$ cat src/sv/hrsp_pkg.sv
`default_nettype none

package hrsp_pkg;

  // Number of known header names
  localparam int unsigned HdrCount = 9;
  localparam int unsigned HdrIdxW  = 4;

  // Byte role codes
  typedef enum logic [2:0] {
    ROLE_METHOD   = 3'd0,
    ROLE_PATH     = 3'd1,
    ROLE_PROTOCOL = 3'd2,
    ROLE_VALUE    = 3'd3,
    ROLE_BODY     = 3'd4,
    ROLE_DELIM    = 3'd5
  } role_e;

  // Method codes
  typedef enum logic [2:0] {
    M_HEAD    = 3'd0,
    M_GET     = 3'd1,
    M_POST    = 3'd2,
    M_PUT     = 3'd3,
    M_UNKNOWN = 3'd4
  } method_e;

  // Content type codes
  typedef enum logic [2:0] {
    CK_HTML  = 3'd0,
    CK_PLAIN = 3'd1,
    CK_GIF   = 3'd2,
    CK_JPEG  = 3'd3,
    CK_PNG   = 3'd4,
    CK_BMP   = 3'd5
  } content_e;

  // Request status codes
  typedef enum logic [1:0] {
    ST_OK        = 2'd0,
    ST_BAD_METH  = 2'd1,
    ST_MALFORMED = 2'd2
  } status_e;

  // One tagged byte leaving the parser
  typedef struct packed {
    logic [7:0]         out_byte;
    role_e              role;
    logic [HdrIdxW-1:0] header_index;
    method_e            method_code;
    content_e           content_kind;
    status_e            status;
    logic               out_last;
  } result_t;

endpackage

`default_nettype wire

$ cat src/sv/hrsp_parse_core.sv
`default_nettype none

module hrsp_parse_core
  import hrsp_pkg::*;
(
  input  wire logic       clk_i,
  input  wire logic       rst_ni,
  input  wire logic       step_i,   // one byte is processed this cycle
  input  wire logic [7:0] byte_i,
  input  wire logic       last_i,
  output result_t         result_o
);

  // Parse phases; order matters for range checks
  typedef enum logic [2:0] {
    PH_METHOD = 3'd0,
    PH_PATH   = 3'd1,
    PH_PROT   = 3'd2,
    PH_NAME   = 3'd3,
    PH_VALUE  = 3'd4,
    PH_SKIP   = 3'd5,
    PH_BODY   = 3'd6
  } phase_e;

  localparam logic [HdrIdxW-1:0] HdrNone = '1;
  localparam logic [HdrCount-1:0] AllCand = '1;

  // Header names, right aligned: char k of a name of length L sits at byte L-1-k
  localparam logic [127:0] HdrText [HdrCount] = '{
    128'("Referer:"), 128'("Connection:"), 128'("User-Agent:"), 128'("Host:"),
    128'("Accept:"), 128'("Accept-Encoding:"), 128'("Accept-Charset:"),
    128'("Content-type:"), 128'("Content-length:")
  };
  localparam logic [4:0] HdrLen [HdrCount] = '{
    5'd8, 5'd11, 5'd11, 5'd5, 5'd7, 5'd16, 5'd15, 5'd13, 5'd15
  };

  // Method names, same alignment, indexed by method code
  localparam logic [31:0] MethText [4] = '{"HEAD", 32'("GET"), "POST", 32'("PUT")};
  localparam logic [4:0]  MethLen  [4] = '{5'd4, 5'd3, 5'd4, 5'd3};

  // Upper-cased extension patterns
  localparam logic [31:0] ExtGif  = ".GIF";
  localparam logic [39:0] ExtJpeg = ".JPEG";
  localparam logic [31:0] ExtJpg  = ".JPG";
  localparam logic [31:0] ExtPng  = ".PNG";
  localparam logic [31:0] ExtBmp  = ".BMP";
  localparam logic [31:0] ExtTxt  = ".TXT";

  phase_e              phase_q, phase_d;
  method_e             meth_q, meth_d;
  logic [4:0]          pos_q, pos_d;
  logic [HdrCount-1:0] cand_q, cand_d;
  logic [HdrIdxW-1:0]  hdr_q, hdr_d;
  logic [1:0]          crlf_q, crlf_d;
  logic [39:0]         win_q, win_d;
  logic [4:0]          ext_q, ext_d;
  logic                bad_q, bad_d;

  logic [7:0]          ub;
  logic                is_cr, is_lf, line_end, blank, hit;
  logic [HdrIdxW-1:0]  hit_idx;
  logic [HdrCount-1:0] cand_new;
  logic [4:0]          sh;
  logic [4:0]          msh;
  logic [7:0]          hchar;
  logic [7:0]          mchar;
  role_e               role;
  logic [HdrIdxW-1:0]  hidx;
  method_e             mcode;
  content_e            kind;
  status_e             status;

  // Next state and result for the byte in flight
  always_comb begin
    ub       = (byte_i >= "a" && byte_i <= "z") ? byte_i - 8'd32 : byte_i;
    is_cr    = (byte_i == 8'd13);
    is_lf    = (byte_i == 8'd10);
    line_end = is_lf && (crlf_q == 2'd1 || crlf_q == 2'd3);
    blank    = is_lf && (crlf_q == 2'd3);

    phase_d  = phase_q;
    meth_d   = meth_q;
    pos_d    = pos_q;
    cand_d   = cand_q;
    hdr_d    = hdr_q;
    crlf_d   = crlf_q;
    win_d    = win_q;
    ext_d    = ext_q;
    bad_d    = bad_q;
    role     = ROLE_DELIM;
    hidx     = '0;
    cand_new = cand_q;
    hit      = 1'b0;
    hit_idx  = '0;
    sh       = '0;
    hchar    = '0;
    msh      = '0;
    mchar    = '0;

    if (phase_q == PH_BODY) begin
      role = ROLE_BODY;
    end else begin
      // Method prefix check over the first four bytes of the request line
      if (phase_q <= PH_PROT && pos_q < 5'd4) begin
        if (pos_q == 5'd0) begin
          meth_d = (ub == "G") ? M_GET : (ub == "H") ? M_HEAD :
                   (ub == "P") ? M_POST : M_UNKNOWN;
        end else if (meth_q != M_UNKNOWN) begin
          msh   = MethLen[meth_q[1:0]] - 5'd1 - pos_q;
          mchar = MethText[meth_q[1:0]][{msh[1:0], 3'b000} +: 8];
          if (meth_q == M_POST && pos_q == 5'd1 && ub == "U") begin
            meth_d = M_PUT;
          end else if (pos_q < MethLen[meth_q[1:0]] && ub != mchar) begin
            meth_d = M_UNKNOWN;
          end
        end
      end

      // CR LF tracking
      if (is_cr) begin
        crlf_d = (crlf_q == 2'd2) ? 2'd3 : 2'd1;
      end else if (line_end) begin
        crlf_d = 2'd2;
      end else begin
        crlf_d = 2'd0;
      end

      if (line_end) begin
        if (phase_q <= PH_PATH) bad_d = 1'b1;
        if (blank) begin
          phase_d = PH_BODY;
        end else begin
          phase_d = PH_NAME;
          cand_d  = AllCand;
        end
        hdr_d = HdrNone;
        pos_d = '0;
      end else begin
        unique case (phase_q)
          PH_METHOD: begin
            if (byte_i == " ") phase_d = PH_PATH;
            else if (!is_cr) role = ROLE_METHOD;
          end
          PH_PATH: begin
            if (byte_i == " ") begin
              phase_d = PH_PROT;
            end else begin
              win_d = {win_q[31:0], ub};
              if (win_d[31:0] == ExtGif) ext_d[0] = 1'b1;
              if (win_d == ExtJpeg || win_d[31:0] == ExtJpg) ext_d[1] = 1'b1;
              if (win_d[31:0] == ExtPng) ext_d[2] = 1'b1;
              if (win_d[31:0] == ExtBmp) ext_d[3] = 1'b1;
              if (win_d[31:0] == ExtTxt) ext_d[4] = 1'b1;
              if (!is_cr) role = ROLE_PATH;
            end
          end
          PH_PROT: begin
            if (!is_cr) role = ROLE_PROTOCOL;
          end
          PH_NAME: begin
            // Drop names that no longer match at this position
            for (int i = 0; i < HdrCount; i++) begin
              sh    = HdrLen[i] - 5'd1 - pos_q;
              hchar = HdrText[i][{sh[3:0], 3'b000} +: 8];
              if (cand_q[i] && (pos_q >= HdrLen[i] || byte_i != hchar)) cand_new[i] = 1'b0;
            end
            // First complete name in table order wins
            for (int i = HdrCount - 1; i >= 0; i--) begin
              if (cand_new[i] && ({1'b0, HdrLen[i]} == {1'b0, pos_q} + 6'd1)) begin
                hit     = 1'b1;
                hit_idx = HdrIdxW'(i);
              end
            end
            cand_d = cand_new;
            if (hit) begin
              hdr_d   = hit_idx;
              phase_d = PH_VALUE;
            end else if (cand_new == '0) begin
              phase_d = PH_SKIP;
            end
          end
          PH_VALUE: begin
            if (!is_cr) begin
              role = ROLE_VALUE;
              hidx = hdr_q;
            end
          end
          PH_SKIP, PH_BODY: begin
          end
          default: begin
          end
        endcase
        if (pos_q != 5'd31) pos_d = pos_q + 5'd1;
      end
    end

    // Summary fields from the updated state
    if (meth_d != M_UNKNOWN &&
        (phase_d >= PH_NAME || pos_d >= MethLen[meth_d[1:0]])) begin
      mcode = meth_d;
    end else begin
      mcode = M_UNKNOWN;
    end

    priority if (ext_d[0]) kind = CK_GIF;
    else if (ext_d[1])     kind = CK_JPEG;
    else if (ext_d[2])     kind = CK_PNG;
    else if (ext_d[3])     kind = CK_BMP;
    else if (ext_d[4])     kind = CK_PLAIN;
    else                   kind = CK_HTML;

    priority if (meth_d == M_UNKNOWN || (last_i && mcode == M_UNKNOWN)) begin
      status = ST_BAD_METH;
    end else if (bad_d || (last_i && phase_d != PH_BODY)) begin
      status = ST_MALFORMED;
    end else begin
      status = ST_OK;
    end

    result_o.out_byte     = byte_i;
    result_o.role         = role;
    result_o.header_index = hidx;
    result_o.method_code  = mcode;
    result_o.content_kind = kind;
    result_o.status       = status;
    result_o.out_last     = last_i;
  end

  // Parser state; returns to reset after the last byte of a request
  always_ff @(posedge clk_i or negedge rst_ni) begin
    if (!rst_ni) begin
      phase_q <= PH_METHOD;
      meth_q  <= M_UNKNOWN;
      pos_q   <= '0;
      cand_q  <= AllCand;
      hdr_q   <= HdrNone;
      crlf_q  <= '0;
      win_q   <= '0;
      ext_q   <= '0;
      bad_q   <= 1'b0;
    end else if (step_i) begin
      if (last_i) begin
        phase_q <= PH_METHOD;
        meth_q  <= M_UNKNOWN;
        pos_q   <= '0;
        cand_q  <= AllCand;
        hdr_q   <= HdrNone;
        crlf_q  <= '0;
        win_q   <= '0;
        ext_q   <= '0;
        bad_q   <= 1'b0;
      end else begin
        phase_q <= phase_d;
        meth_q  <= meth_d;
        pos_q   <= pos_d;
        cand_q  <= cand_d;
        hdr_q   <= hdr_d;
        crlf_q  <= crlf_d;
        win_q   <= win_d;
        ext_q   <= ext_d;
        bad_q   <= bad_d;
      end
    end
  end

endmodule

`default_nettype wire

$ cat src/sv/http_request_stream_parser_top.sv
// HTTP request byte parser: tags each byte and reports method, content type and status.
// Each byte passes through the input register, then the result register.
// One byte per cycle unless m_axis_tready stalls; parse state is updated as a byte advances.
// Reset (rst_ni low, asynchronous): both stages empty, parser at the start of a request.
// After a byte with tlast the parser returns to its reset state for the next request.
`default_nettype none

module http_request_stream_parser_top
  import hrsp_pkg::*;
(
  input  wire logic        clk_i,
  input  wire logic        rst_ni,
  input  wire logic        s_axis_tvalid,
  output logic             s_axis_tready,
  input  wire logic [7:0]  s_axis_tdata,   // [7:0] in_byte
  input  wire logic        s_axis_tlast,   // in_last
  output logic             m_axis_tvalid,
  input  wire logic        m_axis_tready,
  output logic [15:0]      m_axis_tdata,   // [7:0] out_byte, [10:8] method_code,
                                           // [13:11] content_kind, [15:14] status
  output logic [6:0]       m_axis_tuser,   // [2:0] role, [6:3] header_index
  output logic             m_axis_tlast    // out_last
);

  logic       in_vld_q;
  logic [7:0] in_byte_q;
  logic       in_last_q;
  logic       out_vld_q;
  result_t    res_q;
  result_t    res_d;
  logic       advance;

  // A byte moves on when the result register is free or being drained
  assign advance       = in_vld_q && (!out_vld_q || m_axis_tready);
  assign s_axis_tready = !in_vld_q || advance;

  // Input register
  always_ff @(posedge clk_i or negedge rst_ni) begin
    if (!rst_ni) begin
      in_vld_q <= 1'b0;
    end else if (s_axis_tready) begin
      in_vld_q <= s_axis_tvalid;
    end
  end

  always_ff @(posedge clk_i) begin
    if (s_axis_tvalid && s_axis_tready) begin
      in_byte_q <= s_axis_tdata;
      in_last_q <= s_axis_tlast;
    end
  end

  hrsp_parse_core u_core (
    .clk_i    (clk_i),
    .rst_ni   (rst_ni),
    .step_i   (advance),
    .byte_i   (in_byte_q),
    .last_i   (in_last_q),
    .result_o (res_d)
  );

  // Result register
  always_ff @(posedge clk_i or negedge rst_ni) begin
    if (!rst_ni) begin
      out_vld_q <= 1'b0;
    end else if (advance) begin
      out_vld_q <= 1'b1;
    end else if (m_axis_tready) begin
      out_vld_q <= 1'b0;
    end
  end

  always_ff @(posedge clk_i) begin
    if (advance) res_q <= res_d;
  end

  assign m_axis_tvalid = out_vld_q;
  assign m_axis_tdata  = {res_q.status, res_q.content_kind, res_q.method_code, res_q.out_byte};
  assign m_axis_tuser  = {res_q.header_index, res_q.role};
  assign m_axis_tlast  = res_q.out_last;

endmodule

`default_nettype wire
$ cat config.mk
export PLATFORM = sky130hd
export DESIGN_NAME = http_request_stream_parser_top
export DESIGN_NICKNAME = d
export VERILOG_FILES = /design/src/sv/hrsp_pkg.sv /design/src/sv/hrsp_parse_core.sv /design/src/sv/http_request_stream_parser_top.sv
export SDC_FILE = /design/constraint.sdc
export NUM_CORES = 1
export LEC_CHECK = 0
export BUFFER_PORTS_ARGS = -buffer_cell sky130_fd_sc_hd__buf_2
export CAP_MARGIN = 20
export CORE_UTILIZATION = 38
export CTS_BUF_LIST = sky130_fd_sc_hd__clkbuf_2
export CTS_CLUSTER_DIAMETER = 200
export DETAILED_ROUTE_END_ITERATION = 16
export GPL_ROUTABILITY_DRIVEN = 0
export SETUP_SLACK_MARGIN = 0.5
export SLEW_MARGIN = 20
export SYNTH_ARGS = -nofsm -noshare
export SYNTH_HDL_FRONTEND = slang
export SYNTH_SLANG_ARGS = --single-unit
$ cat constraint.sdc
create_clock -name clk_i -period 7.9 [get_ports clk_i]
set_clock_uncertainty 0.1 [all_clocks]
set_input_delay 1.185 -clock clk_i [delete_from_list [all_inputs] [get_ports clk_i]]
set_output_delay 1.185 -clock clk_i [all_outputs]
set_load 0.03 [all_outputs]
* Word level (Yosys, flattened, before mapping)
Cells that the tools add are included.
** Storage, ports and cells
- Bits in registers :: 99
- Latch bits :: 0
- RAM bits :: 0
- ROM bits :: 0
- Bits of input ports :: 13
- Output and inout bits :: 26
- Logic and storage cells :: 316
- Memories kept :: 0
** Operators by class
- Add/sub/neg operators :: 12
- Multipliers :: 0
- Div/mod/pow operators :: 0
- Magnitude comparators :: 17
- Equal/unequal tests :: 50
- Shift operators :: 10
- Muxes and demuxes :: 140
- Bitwise operators :: 3
- Reductions and logical operators :: 62
** Operators by type and width (number)
- $shiftx A128 B8 Y8 const A :: 9
- $mux W32 :: 7
- $eq A32 B30 Y1 const B :: 5
- $mux W3 :: 27
- $ne A8 B8 Y1 :: 10
- $mux W5 :: 13
- $bmux W32 S2 :: 1
- $mux W1 :: 62
- $mux W4 :: 14
- $mux W9 :: 5
- $eq A40 B38 Y1 const B :: 1
- $eq A8 B7 Y1 const B :: 4
- $shiftx A32 B6 Y8 :: 1
- $logic_and A1 B1 Y1 :: 30
- $eq A4 B6 Y1 const A :: 4
- $bmux W5 S2 :: 2
- $ge A5 B4 Y1 const B :: 4
- $eq A8 B4 Y1 const B :: 2
- $logic_or A1 B1 Y1 :: 16
- $sub A4 B4 Y4 const A :: 4
- $eq A3 B3 Y1 const B :: 4
- $eq A3 B6 Y1 const A :: 2
- $mux W2 :: 6
- $ne A3 B3 Y1 const B :: 4
- 42 further kinds :: 57

* Logic depth before layout (Yosys ltp)
Gate-level depths: netlist (run 1).
- Depth after elaboration :: 33
- Mapped depth :: 19
- Depth with buffers taken out :: 17

* Modules after synthesis
From an unflattened synthesis (run 1), not the netlist that was laid out.
** Second synthesis, totals
- Cell total of the unflattened synthesis :: 991
- Area total of the unflattened synthesis :: 8588.2 µm²
** Modules (own cells, without submodules)
- hrsp_parse_core :: instances 1, cells each 950, area an instance 7493.4 µm², seq. area each 1619.1 µm²
- http_request_stream_parser_top :: instances 1, cells each 41, area an instance 1094.8 µm², seq. area each 1041.0 µm²

* Least setup slack after synthesis (run 1)
Ideal clock, no wire load.
- Path kind :: register -> register
- Start :: register u_core.pos_q[0]
- End :: register res_q (netlist bit m_axis_tdata[14]) (data pin)
- Setup time :: 0.165 ns
- Arrival :: 4.147 ns
- Data required time :: 7.635 ns
- Path slack :: 3.488 ns
- Cell stages (with the launch flop) :: 19
- Buffers on the path :: 1
- Clock period less this slack :: 4.412 ns
- Path through :: dfrtp_1 -> buf_6 -> inv_1 -> ha_1 -> xnor2_1 -> mux2i_1 -> xor2_1 -> a2111oi_0 -> nand4_1 -> nand4_1 -> a32oi_1 -> inv_1 -> ha_1 -> nand2b_1 -> a21o_1 -> a221oi_1 -> o311ai_0 -> a211o_1 -> o31ai_2
** Between the ends
- Cells in the longest elaborated chain, start to end :: 33
- Elaborated cells between the ends (all ways) :: 157
- Those cells by class :: add/sub (10); order compare (11); eq/ne (22); shift (10); mux (66); bitwise (1); reduce/logical (37)
** RTL lines
- start, declared :: RTL line hrsp_parse_core.sv:52 : logic [4:0] pos_q, pos_d;
- start signal, assigned :: RTL line hrsp_parse_core.sv:256 : pos_q <= pos_d;
- $sub A4 B4 Y4 :: RTL line hrsp_parse_core.sv:164 : sh = HdrLen[i] - 5'd1 - pos_q;
- $shiftx A128 B8 Y8 :: RTL line hrsp_parse_core.sv:165 : hchar = HdrText[i][{sh[3:0], 3'b000} +: 8];
- $ne A8 B8 Y1 :: RTL line hrsp_parse_core.sv:166 : if (cand_q[i] && (pos_q >= HdrLen[i] || byte_i != hchar)) cand_new[i] = 1'b0;
- $logic_or A1 B1 Y1 :: RTL line hrsp_parse_core.sv:166
- $logic_and A1 B1 Y1 :: RTL line hrsp_parse_core.sv:166
- $mux W1 :: RTL line hrsp_parse_core.sv:166
- $mux W1 :: RTL line hrsp_parse_core.sv:140 : unique case (phase_q)
- $mux W1 :: RTL line hrsp_parse_core.sv:129 : if (line_end) begin
- [... 17 more ...]
- $mux W3 :: RTL line hrsp_parse_core.sv:101 : if (phase_q == PH_BODY) begin
- $ge A3 B2 Y1 :: RTL line hrsp_parse_core.sv:200 : (phase_d >= PH_NAME || pos_d >= MethLen[meth_d[1:0]])) begin
- $logic_or A1 B1 Y1 :: RTL line hrsp_parse_core.sv:200
- $logic_and A1 B1 Y1 :: RTL line hrsp_parse_core.sv:199 : if (meth_d != M_UNKNOWN &&
- $mux W3 :: RTL line hrsp_parse_core.sv:199
- $eq A3 B3 Y1 :: RTL line hrsp_parse_core.sv:213 : priority if (meth_d == M_UNKNOWN || (last_i && mcode == M_UNKNOWN)) begin
- $logic_and A1 B1 Y1 :: RTL line hrsp_parse_core.sv:213
- $logic_or A1 B1 Y1 (*) :: RTL line hrsp_parse_core.sv:213
- end signal, assigned :: RTL line http_request_stream_parser_top.sv:74 : if (advance) res_q <= res_d;
- end, declared :: RTL line http_request_stream_parser_top.sv:29 : result_t res_q;
Mark *: on every way between the ends. The rest lies on a longest branch, timed or not. The select of a mux whose other input is x is not followed.
A chain may end at the register's enable or synchronous reset.

* Worst setup path in the final report (run 1)
Ends and elaborated chain as after synthesis.

==> run summary, run 1 <==
Initial Util: 0.386
Worst slew margin: 0.332
Setup Viol. Count Final: 0
kind of cell adding the most delay to the critical path: compound AO/OA/AOI/OAI gates
first-pass GRT wire length: 40.0 mm
HP Class: reg2reg
fin crit share: 0.734
core area: 21,000 um^2
r2r setup slk: 2.10 ns
Total Routing Usage GR: 0.236
YS warnings: 0
Die Y: 148 um
DR vias/cell: 6.26
status: finished, violations left
CP max stage delay: 0.95 ns
number of flops mapped to enable cells by yosys: 33
Worst setup SP type: flip-flop
slack of the critical path: 2.10 ns
synthesis-to-layout area growth: 4.98%
total global routing overflow: 0
setup TNS: 0 ns
CP endpoint kind: flip-flop
Detailed Route WL: 25.2 mm
Worst path depth: 13
worst path bufs/invs: 1
Bufs on Longest Clock Path: 2
Final Power: 1.64 mW
DRC Markers: 1
DR iter-0 viols: 638
vias in the first global route: 7,086
Final min period: 5.80 ns
fmax: 172 MHz
Post-Layout Cell Count: 1,200
peak supply drop: 0.106 mV
pwr/cell area: 192 nW/um^2
cell area after layout: 8530 um^2
Max-Cap Viols: 0
Distinct cells, synth: 93
nets@finish: 962
Worst Path Max Fanout: 32
initial antenna violation count: 1
root buffer cell: clkbuf_2
clock slew at the register clock pins of the worst setup and hold paths: 0.34 ns
clk_lat worst skew: 0.68 ns
post-DP HPWL: 17.4 mm
CP Class: reg2reg
total number of vias: 7,511
Async S/R FF share, synth: 0.667
dpl cells: 1,183
capturing point of the worst reg2reg path: m_axis_tdata[14]
# fillers: 2,132
layout cells sized above 1: 0.121
Num CTS Buffers: 9
Worst Setup SP: u_core.pos_q[0]
H-tree depth: 3
R2R depth: 13
Final Slew Violations: 0
reg2reg start: u_core.pos_q[0]
DP Worst Slack: 2.30 ns
Cells after Synth: 930
area occupied by multi-input gates: 4960 um^2
crit-path cells: ha_1 > inv_1 > ha_1 > mux2i_1 > nor4b_1 > o31ai_1 > a221oi_1 > nand2b_1 > o2111ai_1 > nor4bb_1 > or4_4 > a211o_1 > o31ai_2
RSZ-0062 raised after global routing: false
Mapped Avg Cell Area: 8.73 um^2
Mapped Area: 8120 um^2
storage element area: 2660 um^2
dpl cell area: 8390 um^2
worst path required time: 8.36 ns
DR pass1 iterations: 11
Die W: 148 um
cts hold-fix bufs: 0
TritonCTS clock tree: yes
row count: 53
Final ANT Viol Nets: 0
die area: 22,000 um^2
buffers added on ports: 38
# IOs: 39
last element of the critical path: m_axis_tdata[14]
setup bufs post-CTS: 0
Seq/Total Area, Yosys: 0.327
failing checks: DRC
FF+latch count, synth: 99
most used cell, CP: ha_1
WP data arrival: 6.26 ns
CTS resizes: 0
clock sink count: 99
actual slew at the worst max-slew pin: 0.999 ns
syn_nets: 973
crit path max-delay cell type: ha_1
leakage: 3.27 nW
average routed wire per standard cell: 21.0 um
top_reg_cell synth: dfrtp_1
largest net degree at the start of global routing: 67
Hold Fails Final Rpt: 0
==> how the worst min path moves through the flow <==
stage	startpoint	end	slack, ns	cells past startpoint
floorplan	in_byte_q[1]	m_axis_tdata[1]	0.32	0
global route	in_byte_q[2]	m_axis_tdata[2]	0.42	0
finish	in_byte_q[2]	m_axis_tdata[2]	0.40	0
detailed placement	in_byte_q[2]	m_axis_tdata[2]	0.35	0
global placement	in_byte_q[2]	m_axis_tdata[2]	0.35	0
CTS	in_byte_q[2]	m_axis_tdata[2]	0.41	0
==> synth_stat cells (all sizes together), types with 6 or more instances <==
cell     n  area [um^2]
a21oi   60          312
or4      6         52.6
dfstp   14          368
nor2b   12         75.1
nand4   15         93.8
edfxtp  33          991
and3    13         81.3
nor4b    8         70.1
buf     42          263
or2      6         37.5
nand3   30          150
ha      30          375
a211o    7         61.3
mux2i   22          220
nor4    14         87.6
xor2    10         87.6
dfrtp   52         1300
inv     30          113
o31ai   10         80.1
nor3b    7         52.6
nand2b  20          125
a22o    29          254
o21a     6         46.3
nor2    61          229
o21ai   54          270
nand3b   8         60.1
a211oi  10         80.1
a221oi   6         52.6
and2    16          100
nor3    33          165
xnor2   38          382
o211ai   8         60.1
clkbuf  33          124
nand2   65          244
or3      9         56.3
a31oi    8         50.1
o22ai   12         75.1
==> logic make-up (layout without fill, tap and decap cells) <==
logic type	Yosys count	after routing	share of synthesized area
compound gates	278	278	0.244
xor+xnor	48	48	0.0578
fa+ha+maj	30	30	0.0462
buf+inv	107	101	0.0624
flops	99	99	0.327
mux	25	25	0.0327
other cells	0	1	0
simple gates	343	343	0.230
==> power by group <==
group	total, mW	internal (mW)	switching [mW]
clock	0.268	0.0563	0.212
sequential	0.586	0.555	0.0312
combinational	0.783	0.285	0.499
total	1.64	0.896	0.742
==> per-stage QoR <==
stage / util / hold slack (ns)
floorplan: - / 0.321
global placement: 0.399 / 0.345
detailed placement: 0.399 / 0.349
CTS: 0.406 / 0.411
global route: 0.406 / 0.420
finish: 0.406 / 0.403
==> registers in the layout, indices dropped and copies added (netlist names), 2 cells and up <==
register,cells
u_core.meth_q,3
m_axis_tuser,7
u_core.hdr_q,4
in_byte_q,8
u_core.win_q,32
u_core.cand_q,9
u_core.ext_q,5
m_axis_tdata,16
u_core.phase_q,3
u_core.crlf_q,2
u_core.pos_q,5
==> cell type report <==
cell class	count	share of cell area
Multi-Input combinational cell	724	0.582
Sequential cell	99	0.312
Tap cell	275	0.0404
Timing Repair Buffer	53	0.0355
Inverter	32	0.0141
Clock inverter	7	0.0107
Clock buffer	9	0.00528
Antenna cell	1	0.000293
==> worst register-to-register path, stage by stage (launching register included) <==
cell,delay (ns)
dfrtp_1,0.87
ha_1,0.54
inv_1,0.20
ha_1,0.95
mux2i_1,0.40
nor4b_1,0.30
o31ai_1,0.11
a221oi_1,0.74
nand2b_1,0.19
o2111ai_1,0.18
nor4bb_1,0.11
or4_4,0.53
a211o_1,0.31
o31ai_2,0.17
==> cells in the final DEF (no fill, tap or decap), types with 29 or more instances in the layout <==
cell type	count
a21oi_1	59
nor2_1	61
buf_2	38
o21ai_0	47
nor3_1	33
nand3_1	30
nand2_1	65
edfxtp_1	33
dfrtp_1	51
ha_1	30
xnor2_1	33
a22o_1	29
==> metal layers <==
metal | vias up | track usage | routed length [um]
met5 | - | 0 | 0
met4 | 0 | 0.139 | 1310
met3 | 77 | 0.0472 | 1960
met2 | 346 | 0.356 | 11400
met1 | 3615 | 0.311 | 10500
li1 | 3473 | - | -
Note: power is estimated with default switching activity, not from simulation.
==> run 2: changes to the inputs <==
Settings changed: ABC_AREA set to 1.
Clock period 7.9 ns to 4.8 ns, I/O delays scaled along.
==> run 2 against run 1 <==
Net effect: sequential share of layout area decreased by 0.20 points; the run now ends clean; highest routed layer unchanged; maximum frequency increased by 43%; largest cell class unchanged; non-clock buffer count increased by 9.
==> run summary, run 2 <==
Seq/Total Area, Yosys: 0.334 (+0.00659)
H-tree depth: 3 (unchanged)
Hold Path End: in_last_q
first-pass GRT wire length: 42.1 mm (+5.4%)
Yosys top cell area share: 0.167 (+0.00715)
FF+latch count, synth: 99 (unchanged)
CP Class: reg2reg
Distinct cells, synth: 53 (-43%)
sequential group share of total power: 0.270 (-0.088)
core area: 20,400 um^2 (-3.1%)
dpl cell area: 8460 um^2 (+0.81%)
storage element area: 2660 um^2 (unchanged)
pwr/cell area: 478 nW/um^2 (+150%)
Worst slew margin: 0.457 (+0.125)
Mapped Avg Cell Area: 6.59 um^2 (-25%)
capturing point of the worst reg2reg path: m_axis_tdata[9]
R2R depth: 22 (+9)
Bufs on Longest Clock Path: 2 (unchanged)
DR pass1 iterations: 7 (-4)
die area: 21,500 um^2 (-1.9%)
# IOs: 39 (unchanged)
top post-synthesis cells by count: nand2_1 (355), nand3_1 (154), inv_1 (142), nor2_1 (118), dfrtp_1 (52)
HP Class: in2reg
status: finished, final reports clean
RSZ-0062 raised after global routing: false
Biggest register: u_core.win_q
peak supply drop: 0.245 mV (+130%)
synthesis-to-layout area growth: 7.78%
post-DP HPWL: 19.4 mm (+11%)
Final min period: 4.04 ns (-1.76 ns)
clock slew at the register clock pins of the worst setup and hold paths: 0.31 ns (-0.03 ns)
commonest cells after routing, fill and taps aside: nand2_1 (355), nand3_1 (154), inv_1 (141)
actual slew at the worst max-slew pin: 0.807 ns (-0.191 ns)
reg2reg start: u_core.pos_q[0]
TritonCTS clock tree: yes
setup bufs post-CTS: 0 (unchanged)
Die W: 147 um (-0.98%)
vias in the first global route: 8,015 (+13%)
YS warnings: 0 (unchanged)
top cells by area, synth: nand2_1 (17%), dfrtp_1 (16%), edfxtp_1 (12%), nand3_1 (9.7%), inv_1 (6.7%)
Worst setup SP type: flip-flop
internal power: 1.90 mW (+110%)
Setup Viol. Count Final: 0 (unchanged)
DR iter-0 viols: 638 (unchanged)
hold-critical path depth: 1 (+1)
Final Slew Violations: 0 (unchanged)
Comb power frac: 0.636 (+0.158)
DR vias/cell: 5.53 (-12%)
layout cells sized above 1: 0.107 (-0.0142)
DRC Markers: 0 (-1)
initial antenna violation count: 2 (+1)
setup TNS: 0 ns (unchanged)
Min-Delay Startpoint: s_axis_tlast
most common cell after layout, fill and taps aside: nand2_1
Detailed Route WL: 26.2 mm (+3.9%)
Max-Cap Viols: 0 (unchanged)
top_reg_cell synth: dfrtp_1
most frequent cell after synthesis: nand2_1
fin crit share: 0.842 (+0.108)
syn_nets: 1,251 (+29%)
Worst Path Max Fanout: 16 (-50%)
r2r setup slk: 0.76 ns (-1.34 ns)
Largest register FFs: 32 (unchanged)
Total Routing Usage GR: 0.249 (+0.0137)
nets@finish: 1,281 (+33%)
Initial Util: 0.391 (+0.00460)
CP endpoint kind: flip-flop
Num CTS Buffers: 9 (unchanged)
Mapped Area: 7960 um^2 (-2.0%)
switching power: 2.19 mW (+200%)
# fillers: 2,186 (+2.5%)
buffers added on ports: 38 (unchanged)
Final ANT Viol Nets: 0 (unchanged)
cell area after layout: 8580 um^2 (+0.65%)
Sw Share: 0.536 (+0.0828)
leakage: 4.30 nW (+32%)
largest net degree at the start of global routing: 37 (-45%)
fmax: 247 MHz (+43%)
total global routing overflow: 0 (unchanged)
average routed wire per standard cell: 17.2 um (-18%)
WP data arrival: 4.38 ns (-1.88 ns)
number of flops mapped to enable cells by yosys: 33 (unchanged)
clock network fraction of design power: 0.094 (-0.070)
cell taking the most area after synthesis: nand2_1
area occupied by multi-input gates: 4500 um^2 (-9.3%)
Cells after Synth: 1,208 (+30%)
worst path required time: 5.14 ns (-3.22 ns)
Async S/R FF share, synth: 0.667 (unchanged)
Hold Fails Final Rpt: 0 (unchanged)
clock sink count: 99 (unchanged)
Die Y: 147 um (-0.98%)
root buffer cell: clkbuf_2
Worst Setup SP: u_core.pos_q[0]
row count: 52 (-1.9%)
clk_lat worst skew: 0.63 ns (-0.05 ns)
total number of vias: 8,380 (+12%)
run 2: cell count changes in the layout (fill, tap and decap cells not counted), moves of 26 or more:
cell,before,now
a21oi_1,59,33
a22o_1,29,0
inv_1,27,141
nand2_1,65,355
nand3_1,30,154
nor2_1,61,118
o22ai_1,12,41
xnor2_1,33,2
run 2: worst max-delay path, cell delays in order (launching register included):
cell,delay [ns]
dfrtp_1,0.58
inv_4,0.15
ha_1,0.36
ha_2,0.58
inv_1,0.22
nand2_1,0.14
o21ai_0,0.10
nand3_1,0.13
nand2_1,0.06
nand2_1,0.05
nand2_1,0.06
nor2_1,0.11
nand3_1,0.26
nand2_1,0.14
nor2_1,0.05
nand2_1,0.10
nand4_1,0.09
nand2_1,0.10
nand2_1,0.07
nor2_1,0.13
nand2_1,0.09
nand2_1,0.09
nor2_1,0.05
run 2: cell families (layout without fill, tap and decap cells):
group	count (synthesis)	after routing	synth area share
adder cells (fa/ha/maj)	30	30	0.0471
AND/OR/NAND/NOR	718	718	0.396
other	0	3	0
AO/OA/AOI/OAI	149	149	0.110
XOR/XNOR	10	10	0.0110
buffers and inverters	202	237	0.102
flip-flops	99	99	0.334
run 2: worst max path at each step:
stage | to | slack, ns | depth (start not counted)
finish | m_axis_tdata[9] | 0.76 | 22
CTS | m_axis_tdata[9] | 0.50 | 22
floorplan | m_axis_tdata[9] | 1.43 | 24
global placement | m_axis_tdata[9] | 0.54 | 22
global route | m_axis_tdata[9] | 0.52 | 22
detailed placement | m_axis_tdata[9] | 0.53 | 22
run 2: final cells by class:
class / instances / area share
clock buffer: 9 / 0.00525
multi-input combinational: 907 / 0.524
sequential: 99 / 0.310
inverter: 159 / 0.0698
antenna: 3 / 0.000875
clock inverter: 7 / 0.00671
tap: 270 / 0.0394
timing repair buffer: 62 / 0.0434
run 2: layer usage:
| layer | part of all wire | GRT usage |
|---|---|---|
| met5 | 0 | 0 |
| met1 | 0.43 | 0.322 |
| met3 | 0.065 | 0.0357 |
| met2 | 0.46 | 0.402 |
| met4 | 0.046 | 0.135 |
run 2: timing repair:
action / 4_1_cts / 5_1_grt
endpoints found under the setup margin: 0 / 11
endpoints found under the hold margin: 18 / 0
gates resized for setup: 0 / 4
hold buffers: 1 / 0
run 2: power by group through the flow:
stage                     Clock [mW]  Combinational (mW)  Sequential (mW)
after global placement             0                2.53             1.12
after CTS                      0.407                2.55             1.10
final                          0.387                2.61             1.10
after global routing           0.435                2.92             1.12
after detailed placement           0                2.54             1.12
after floorplan                    0                1.89             1.15
run 2: through the flow:
| step | utilization | hold slack [ns] | cells | power (mW) | worst slack, ns |
|---|---|---|---|---|---|
| after global routing | 0.421 | 0.0443 | 1516 | 4.48 | 0.516 |
| after CTS | 0.421 | 0.0600 | 1513 | 4.05 | 0.503 |
| after detailed placement | 0.415 | 0.371 | 1496 | 3.65 | 0.533 |
| after floorplan | - | 0.324 | 1208 | 3.04 | 1.43 |
| after global placement | 0.415 | 0.371 | 1496 | 3.65 | 0.541 |
| final | 0.421 | 0.131 | 1516 | 4.10 | 0.756 |
